$ cat config.mk
export PLATFORM = sky130hd
export DESIGN_NAME = mains_synced_charger_pulse_control_core
export DESIGN_NICKNAME = d
export VERILOG_FILES = /design/src/design/mscpc_pkg.sv /design/src/design/mscpc_led.sv /design/src/design/mains_synced_charger_pulse_control_core.sv
export SDC_FILE = /design/constraint.sdc
export NUM_CORES = 1
export LEC_CHECK = 0
export BUFFER_PORTS_ARGS = -buffer_cell sky130_fd_sc_hd__buf_2
export CAP_MARGIN = 30
export CORE_ASPECT_RATIO = 1.4
export CORE_MARGIN = 3
export CORE_UTILIZATION = 30
export DETAILED_ROUTE_END_ITERATION = 8
export GPL_TIMING_DRIVEN = 1
export MAX_ROUTING_LAYER = met4
export PLACE_DENSITY = 0.46
export RECOVER_POWER = 25
export SLEW_MARGIN = 30
export SYNTH_ARGS = -nofsm -noshare
export SYNTH_HDL_FRONTEND = slang
export SYNTH_SLANG_ARGS = --single-unit
$ cat constraint.sdc
create_clock -name clk -period 11.6 [get_ports clk]
set_clock_uncertainty 0.15 [all_clocks]
set_input_delay 1.16 -clock clk [delete_from_list [all_inputs] [get_ports clk]]
set_output_delay 1.16 -clock clk [all_outputs]
set_load 0.05 [all_outputs]
$ cat src/design/mscpc_pkg.sv
`timescale 1ns / 1ps
// ----------------------------------------------------------------------------
// mscpc_pkg
// Shared types, register indexes and reset values of the mains synced
// charger pulse controller.
// ----------------------------------------------------------------------------
package mscpc_pkg;

  localparam int unsigned AdcW    = 10;
  localparam int unsigned LevelW  = 8;
  localparam int unsigned PhaseW  = 7;
  localparam int unsigned CountW  = 8;
  localparam int unsigned CfgIdxW = 3;
  localparam int unsigned CfgDatW = 10;

  typedef enum logic [1:0] {
    MODE_TIMER = 2'd0,
    MODE_SYNC  = 2'd1,
    MODE_MAIN  = 2'd2,
    MODE_NONE  = 2'd3
  } mode_t;

  typedef enum logic [CfgIdxW-1:0] {
    REG_BATTERY_FULL      = 3'd0,
    REG_MIN_DRIVE_LEVEL   = 3'd1,
    REG_SAMPLE_PERIOD     = 3'd2,
    REG_LOW_BATTERY_PAUSE = 3'd3,
    REG_BLINK_PERIOD      = 3'd4,
    REG_LED_MIN_ON        = 3'd5,
    REG_SYNC_HOLDOFF      = 3'd6,
    REG_PHASE_PERIOD      = 3'd7
  } reg_idx_t;

  typedef struct packed {
    logic [AdcW-1:0]   battery_full;
    logic [LevelW-1:0] min_drive_level;
    logic [CountW-1:0] sample_period;
    logic [CountW-1:0] low_battery_pause;
    logic [CountW-1:0] blink_period;
    logic [CountW-1:0] led_min_on;
    logic [PhaseW-1:0] sync_holdoff;
    logic [PhaseW-1:0] phase_period;
  } cfg_t;

  localparam logic [AdcW-1:0]   RstBatteryFull    = 10'd900;
  localparam logic [LevelW-1:0] RstMinDriveLevel  = 8'd2;
  localparam logic [CountW-1:0] RstSamplePeriod   = 8'd200;
  localparam logic [CountW-1:0] RstLowBatteryPause = 8'd150;
  localparam logic [CountW-1:0] RstBlinkPeriod    = 8'd200;
  localparam logic [CountW-1:0] RstLedMinOn       = 8'd10;
  localparam logic [PhaseW-1:0] RstSyncHoldoff    = 7'd70;
  localparam logic [PhaseW-1:0] RstPhasePeriod    = 7'd85;
  localparam logic [CountW-1:0] RstPauseCount     = 8'd255;

  // x / 3 for 8-bit x via reciprocal 171 / 512
  function automatic logic [LevelW-1:0] div3(input logic [LevelW-1:0] x);
    logic [LevelW+8:0] prod;
    prod = {9'd0, x} * 17'd171;
    return prod[LevelW+8:9];
  endfunction

endpackage

$ cat src/design/mscpc_led.sv
`timescale 1ns / 1ps
// ----------------------------------------------------------------------------
// mscpc_led
// Indicator blink counter; on-time follows the battery sample on each
// main tick.
// ----------------------------------------------------------------------------
module mscpc_led (
  input  logic                             clk,
  input  logic                             rst_n,
  input  logic                             tick,
  input  logic                             sync_seen,
  input  logic [mscpc_pkg::AdcW-1:0]       battery_sample,
  input  mscpc_pkg::cfg_t                  cfg,
  output logic                             led_on_nxt
);

  logic [mscpc_pkg::CountW-1:0] led_count_r, led_count_nxt;
  logic                         led_state_r, led_state_nxt;
  logic [mscpc_pkg::CountW-1:0] cnt_inc;
  logic signed [11:0]           lower;
  logic signed [11:0]           diff;
  logic signed [11:0]           capped;
  logic [mscpc_pkg::CountW-1:0] on_time;

  always_comb begin
    lower  = $signed({2'b00, cfg.battery_full}) - $signed({4'b0000, cfg.blink_period});
    diff   = $signed({2'b00, battery_sample}) - lower;
    capped = diff;
    if (capped > $signed({4'b0000, cfg.blink_period})) begin
      capped = $signed({4'b0000, cfg.blink_period});
    end
    if (capped < $signed({4'b0000, cfg.led_min_on})) begin
      capped = $signed({4'b0000, cfg.led_min_on});
    end
    if (diff > 12'sd0) begin
      on_time = capped[mscpc_pkg::CountW-1:0];
    end else begin
      on_time = cfg.led_min_on;
    end
  end

  always_comb begin
    led_count_nxt = led_count_r;
    led_state_nxt = led_state_r;
    cnt_inc       = led_count_r;
    if (tick) begin
      if (led_count_r < cfg.blink_period) begin
        cnt_inc = led_count_r + 8'd1;
      end
      if (sync_seen) begin
        cnt_inc = '0;
      end
      led_count_nxt = cnt_inc;
      if (cnt_inc == '0) begin
        led_state_nxt = 1'b1;
      end
      if (cnt_inc > on_time) begin
        led_state_nxt = 1'b0;
      end
    end
  end

  assign led_on_nxt = led_state_nxt;

  always_ff @(posedge clk) begin
    if (!rst_n) begin
      led_count_r <= '0;
      led_state_r <= 1'b0;
    end else begin
      led_count_r <= led_count_nxt;
      led_state_r <= led_state_nxt;
    end
  end

endmodule

$ cat src/design/mains_synced_charger_pulse_control_core.sv
`timescale 1ns / 1ps
// ----------------------------------------------------------------------------
// mains_synced_charger_pulse_control_core
// Charger drive-pulse controller locked to mains sync edges, with setpoint
// and battery sampling, low-battery pause and a charge indicator LED.
// ----------------------------------------------------------------------------
// Each input beat is a timer tick, a mains sync edge, a main tick or an idle
// beat (in_tuser). The beat updates all state in the cycle it is accepted;
// the output register holds its result, valid in the next cycle. One beat is
// taken every cycle; the only limit is out_tready, since a new beat is taken
// whenever the output register is empty or being drained in the same cycle.
// Configuration writes are taken every cycle and should happen while idle.
module mains_synced_charger_pulse_control_core (
  input  logic                             clk,
  input  logic                             rst_n,
  input  logic                             in_tvalid,
  output logic                             in_tready,
  // [9:0] adc_value, [10] battery_low_pin, [15:11] zero
  input  logic [15:0]                      in_tdata,
  // [1:0] mode
  input  logic [1:0]                       in_tuser,
  output logic                             out_tvalid,
  input  logic                             out_tready,
  // [0] drive_on, [1] led_on, [2] adc_channel, [3] sync_accepted, [7:4] zero
  output logic [7:0]                       out_tdata,
  input  logic                             cfg_valid,
  output logic                             cfg_ready,
  input  logic [mscpc_pkg::CfgIdxW-1:0]    cfg_index,
  input  logic [mscpc_pkg::CfgDatW-1:0]    cfg_data
);

  mscpc_pkg::cfg_t              cfg_r;
  mscpc_pkg::mode_t             mode;
  logic [mscpc_pkg::AdcW-1:0]   adc_value;
  logic                         low_pin;
  logic                         accept;

  logic [mscpc_pkg::PhaseW-1:0] phase_r, phase_nxt;
  logic [mscpc_pkg::LevelW-1:0] latched_r, latched_nxt;
  logic [mscpc_pkg::LevelW-1:0] level_r, level_nxt;
  logic                         drive_r, drive_nxt;
  logic [mscpc_pkg::CountW-1:0] sample_r, sample_nxt;
  logic [mscpc_pkg::CountW-1:0] pause_r, pause_nxt;
  logic [mscpc_pkg::AdcW-1:0]   batt_r, batt_nxt;
  logic [mscpc_pkg::AdcW-1:0]   setp_r, setp_nxt;
  logic                         seen_r, seen_nxt;
  logic                         chan_r, chan_nxt;
  logic                         synced;
  logic                         led_nxt;

  logic [mscpc_pkg::PhaseW:0]   phase_inc;
  logic [mscpc_pkg::CountW-1:0] sample_inc;
  logic [mscpc_pkg::CountW-1:0] pause_tmp;

  logic                         out_valid_r;
  logic [7:0]                   out_data_r;

  assign mode      = mscpc_pkg::mode_t'(in_tuser);
  assign adc_value = in_tdata[mscpc_pkg::AdcW-1:0];
  assign low_pin   = in_tdata[mscpc_pkg::AdcW];
  assign in_tready = !out_valid_r || out_tready;
  assign accept    = in_tvalid && in_tready;
  assign cfg_ready = 1'b1;

  // configuration registers
  always_ff @(posedge clk) begin
    if (!rst_n) begin
      cfg_r.battery_full      <= mscpc_pkg::RstBatteryFull;
      cfg_r.min_drive_level   <= mscpc_pkg::RstMinDriveLevel;
      cfg_r.sample_period     <= mscpc_pkg::RstSamplePeriod;
      cfg_r.low_battery_pause <= mscpc_pkg::RstLowBatteryPause;
      cfg_r.blink_period      <= mscpc_pkg::RstBlinkPeriod;
      cfg_r.led_min_on        <= mscpc_pkg::RstLedMinOn;
      cfg_r.sync_holdoff      <= mscpc_pkg::RstSyncHoldoff;
      cfg_r.phase_period      <= mscpc_pkg::RstPhasePeriod;
    end else if (cfg_valid && cfg_ready) begin
      unique case (mscpc_pkg::reg_idx_t'(cfg_index))
        mscpc_pkg::REG_BATTERY_FULL:      cfg_r.battery_full      <= cfg_data;
        mscpc_pkg::REG_MIN_DRIVE_LEVEL:   cfg_r.min_drive_level   <= cfg_data[7:0];
        mscpc_pkg::REG_SAMPLE_PERIOD:     cfg_r.sample_period     <= cfg_data[7:0];
        mscpc_pkg::REG_LOW_BATTERY_PAUSE: cfg_r.low_battery_pause <= cfg_data[7:0];
        mscpc_pkg::REG_BLINK_PERIOD:      cfg_r.blink_period      <= cfg_data[7:0];
        mscpc_pkg::REG_LED_MIN_ON:        cfg_r.led_min_on        <= cfg_data[7:0];
        mscpc_pkg::REG_SYNC_HOLDOFF:      cfg_r.sync_holdoff      <= cfg_data[6:0];
        mscpc_pkg::REG_PHASE_PERIOD:      cfg_r.phase_period      <= cfg_data[6:0];
        default: ;
      endcase
    end
  end

  always_comb begin
    phase_nxt   = phase_r;
    latched_nxt = latched_r;
    level_nxt   = level_r;
    drive_nxt   = drive_r;
    sample_nxt  = sample_r;
    pause_nxt   = pause_r;
    batt_nxt    = batt_r;
    setp_nxt    = setp_r;
    seen_nxt    = seen_r;
    chan_nxt    = chan_r;
    synced      = 1'b0;
    phase_inc   = {1'b0, phase_r} + 8'd1;
    sample_inc  = sample_r + 8'd1;
    pause_tmp   = pause_r;
    unique case (mode)
      mscpc_pkg::MODE_TIMER: begin
        if (phase_inc == latched_r) begin
          drive_nxt = 1'b0;
        end
        if (phase_inc >= {1'b0, cfg_r.phase_period}) begin
          phase_nxt = '0;
          drive_nxt = 1'b0;
        end else begin
          phase_nxt = phase_inc[mscpc_pkg::PhaseW-1:0];
        end
      end
      mscpc_pkg::MODE_SYNC: begin
        if (phase_r > cfg_r.sync_holdoff) begin
          synced      = 1'b1;
          phase_nxt   = '0;
          latched_nxt = level_r;
          if (sample_inc > cfg_r.sample_period) begin
            sample_nxt = '0;
            pause_tmp  = 8'd1;
            seen_nxt   = 1'b1;
            chan_nxt   = 1'b1;
          end else begin
            sample_nxt = sample_inc;
            chan_nxt   = 1'b0;
          end
          if (low_pin) begin
            pause_tmp = cfg_r.low_battery_pause;
          end
          if (pause_tmp != '0) begin
            drive_nxt = 1'b0;
            pause_nxt = pause_tmp - 8'd1;
          end else begin
            drive_nxt = level_r > cfg_r.min_drive_level;
            pause_nxt = pause_tmp;
          end
          if (sample_nxt == 8'd1) begin
            batt_nxt = adc_value;
          end else begin
            setp_nxt = adc_value;
          end
        end
      end
      mscpc_pkg::MODE_MAIN: begin
        if (batt_r >= cfg_r.battery_full) begin
          level_nxt = '0;
        end else begin
          level_nxt = mscpc_pkg::div3(~setp_r[mscpc_pkg::AdcW-1:2]);
        end
        seen_nxt = 1'b0;
      end
      default: ;
    endcase
  end

  mscpc_led u_led (
    .clk            (clk),
    .rst_n          (rst_n),
    .tick           (accept && (mode == mscpc_pkg::MODE_MAIN)),
    .sync_seen      (seen_r),
    .battery_sample (batt_r),
    .cfg            (cfg_r),
    .led_on_nxt     (led_nxt)
  );

  // state and output register
  always_ff @(posedge clk) begin
    if (!rst_n) begin
      phase_r     <= '0;
      latched_r   <= '0;
      level_r     <= '0;
      drive_r     <= 1'b0;
      sample_r    <= '0;
      pause_r     <= mscpc_pkg::RstPauseCount;
      batt_r      <= '0;
      setp_r      <= '0;
      seen_r      <= 1'b0;
      chan_r      <= 1'b0;
      out_valid_r <= 1'b0;
    end else begin
      if (accept) begin
        phase_r     <= phase_nxt;
        latched_r   <= latched_nxt;
        level_r     <= level_nxt;
        drive_r     <= drive_nxt;
        sample_r    <= sample_nxt;
        pause_r     <= pause_nxt;
        batt_r      <= batt_nxt;
        setp_r      <= setp_nxt;
        seen_r      <= seen_nxt;
        chan_r      <= chan_nxt;
        out_valid_r <= 1'b1;
      end else if (out_tready) begin
        out_valid_r <= 1'b0;
      end
    end
  end

  always_ff @(posedge clk) begin
    if (accept) begin
      out_data_r <= {4'b0000, synced, chan_nxt, led_nxt, drive_nxt};
    end
  end

  assign out_tvalid = out_valid_r;
  assign out_tdata  = out_data_r;

endmodule
==> flow_metrics.py <==
metrics = {
    "clock_network": {
        "htree_num_levels": 4,
        "cts_sinks": 136,
        "postCtsSetupBuffers": 0,
        "cts_tree": "built",
        "clockBufferDepth": 2,
        "clock_latency_ns": 0.45,
        "cts_buffers": 17,
        "cts-hold-fix-buffers": 0,
        "clk_pin_slew_ns": 0.07,
        "cts-resized-gates": 0,
        "root_buffer": "clkbuf_16",
    },
    "yosys": {
        "syn-cell-area_sq_um": 9632,
        "synth-edff-count": 4,
        "syn_avg_cell_area_sq_um": 8.128,
        "ys_seq_elements": 136,
        "yosysWarnings": 0,
        "async_flop_share": 0,
        "netlist_instances": 1185,
        "synth-main-ff-cell": "dfxtp_1",
        "synth_cell_types": 74,
        "ys_seq_area_frac": 0.2868,
    },
    "final_layout": {
        "final_cells": 1610,
        "final_common_cell": "nand2_1",
        "drive_gt1_frac": 0.08072,
        "nNetsFinal": 1382,
        "area_growth_pct": 11.50,
        "final_cell_mix": "nand2_1 (172), dfxtp_1 (132), ha_1 (131), inv_1 (116), a21oi_1 (112)",
    },
    "floorplanning": {
        "num_io_pins": 47,
        "initial_core_util": 0.3048,
        "core.rowCount": 77,
        "die_area_sq_um": 34320,
        "die_y_um": 218.0,
        "core_area_sq_um": 31600,
        "die_x_um": 157.4,
    },
    "power_and_ir_drop": {
        "p_clk_frac": 0.475,
        "p_per_area_nw_per_um2": 107.7,
        "fin_total_pwr_uw": 1157,
        "combPwrFrac": 0.107,
        "internal-power_uw": 832.5,
        "leakagePower_uw": 0.004544,
        "p_sw_frac": 0.2804,
        "vdd_drop_max_uv": 112.8,
        "p_seq_frac": 0.418,
        "p_switching_uw": 324.5,
    },
    "drt": {
        "drcViolationCount": 0,
        "dr_total_vias": 8099,
        "dr.first_iter.drc_count": 467,
        "ant_nets": 0,
        "first_pass_iters": 5,
        "routed_via_density": 5.030,
        "wl_um": 26310,
        "wire_per_inst_um": 16.34,
    },
    "setup_path": {
        "critPathCaptureType": "flop",
        "arrival_ns": 9.30,
        "rrSetupSlack_ns": 2.44,
        "critPathBufInv": 2,
        "setup.worst_path.start": "cfg_r[22]",
        "slowest_delay_ns": 0.72,
        "criticalPathCategory": "flop to flop",
        "timing.rr.end": "out_tdata[1]",
        "critPathRequiredTime_ns": 11.74,
        "slowest_stage": "a2111oi_1",
        "cp_max_fo": 10,
        "r2r_start": "cfg_r[22]",
        "critPathLaunchType": "flop",
        "reg2reg_depth": 38,
        "worstSetupEndpoint": "out_tdata[1]",
        "cp.depth": 38,
        "critPathTopFamily": "compound AO/OA/AOI/OAI gates",
    },
    "placed_design": {
        "dp_hpwl_um": 19950,
        "dpl.cell_count": 1576,
        "globalplace.congestion": 0.8200,
        "numPortBuffers": 36,
    },
    "timing": {
        "finalHoldViolations": 0,
        "max_freq_mhz": 109.2,
        "slew_viol_final": 88,
        "rsz0062_at_grt": "false",
        "setup_viol": 0,
        "max_slew.worst_pin.slew_ns": 2.034,
        "fin_crit_sh": 0.7898,
        "relSlewSlack": -0.3662,
        "fin_crit_ns": 9.162,
        "setup_tns_ns": 0,
    },
    "run_status": {
        "violations": "capacitance limit, slew limit",
        "status": "finished with violations",
    },
    "global_routing": {
        "grt_max_degree": 60,
        "grt_pass1_vias": 7954,
        "antenna_found_initial": 1,
        "grt_first_pass_wirelength_um": 42440,
        "grt_remaining_overflow": 0,
        "grt_usage": 0.1633,
    },
    "hold_path": {
        "worstHoldPathType": "flop to flop",
    },
    "run": {
        "max-cap-violations": 3,
    },
}
-- worst reg2reg max path, delay by kind of cell (launching register included) --
kind,cells,cell delay (ns)
compound gates,19,4.00
xor+xnor,1,0.31
fa+ha+maj,6,1.91
buf+inv,2,0.13
flops,1,0.46
mux,2,0.63
simple gates,8,1.45
-- power groups by stage --
stage	registers [uW]	clock network, uW	logic [uW]
6_report	483	550	124
3_3_place_gp	494	0	124
4_1_cts	483	569	126
5_1_grt	484	586	139
3_5_place_dp	494	0	125
2_1_floorplan	495	0	86.4
-- cells in the mapped netlist, drive strengths merged (9+ instances only) --
cell type    n  area [sq um]
nor2        77         289.0
o31ai        9         67.56
clkbuf      41         161.4
xor2        20         175.2
ha         131          1639
o21ai       39         195.2
nand3       32         160.2
nand4        9         56.30
xnor2       29         254.0
fa          14         280.3
a21oi      113         569.3
nor3        20         100.1
nand2      172         645.6
nor2b       16         100.1
nand2b      15         93.84
dfxtp      132          2643
inv        117         439.2
mux2i       27         270.3
o211ai      20         150.1
a21o        13         97.59
-- registers in the layout, summed over array words and instances (netlist names) --
signal / cells
out_tdata: 4
latched_r: 7
batt_r: 10
drive_r: 1
pause_r: 8
chan_r: 1
out_tvalid: 1
level_r: 7
setp_r: 8
sample_r: 8
cfg_r: 64
seen_r: 1
u_led.led_state_r: 1
phase_r: 7
u_led.led_count_r: 8
-- per-layer routing --
layer | up-vias | global-route usage | wire length [um]
li1 | 4125 | - | -
met3 | 47 | 0.02561 | 568
met1 | 3837 | 0.1893 | 11540
met2 | 90 | 0.2855 | 13530
met4 | 0 | 0.05557 | 675
met5 | - | - | 0
-- worst min path at each step --
| stage | cells after the start | end | from | slack (ns) |
|---|---|---|---|---|
| CTS | 2 | cfg_r[39] | cfg_r[39] | 0.31 |
| global route | 2 | cfg_r[40] | cfg_r[40] | 0.32 |
| floorplan | 2 | cfg_r[10] | cfg_r[10] | 0.29 |
| finish | 2 | cfg_r[39] | cfg_r[39] | 0.31 |
| detailed placement | 2 | cfg_r[39] | cfg_r[39] | 0.30 |
| global placement | 2 | cfg_r[24] | cfg_r[24] | 0.29 |
-- area by class of cell --
cell class              count  area (sq um)
well taps                 395         494.2
flip-flops and latches    136          2763
fillers                  3369         20860
diodes                      1         2.502
multi-input cells         886          6235
repair buffers             43         216.5
clock buffers              19         452.9
inverters                 117         440.4
clock inverters            13         135.1
-- cells by family after synthesis --
| kind of cell | share of synthesized area |
|---|---|
| other cells | 0.0007797 |
| simple gates | 0.1899 |
| flops | 0.2868 |
| compound gates | 0.1738 |
| mux | 0.03741 |
| xor+xnor | 0.04456 |
| fa+ha+maj | 0.1993 |
| buf+inv | 0.06742 |
-- stage by stage --
step / hold slack [ns] / area, sq um / util / setup WS, ns
final: 0.3050 / 10740 / 0.3398 / 2.438
after global routing: 0.3236 / 10740 / 0.3398 / 1.732
after detailed placement: 0.3000 / 10170 / 0.3217 / 2.425
after global placement: 0.2933 / 10160 / 0.3215 / 2.197
after floorplan: 0.2863 / 9643 / - / 3.501
after CTS: 0.3096 / 10750 / 0.3403 / 2.393
Power figures use the tool's default switching activity.
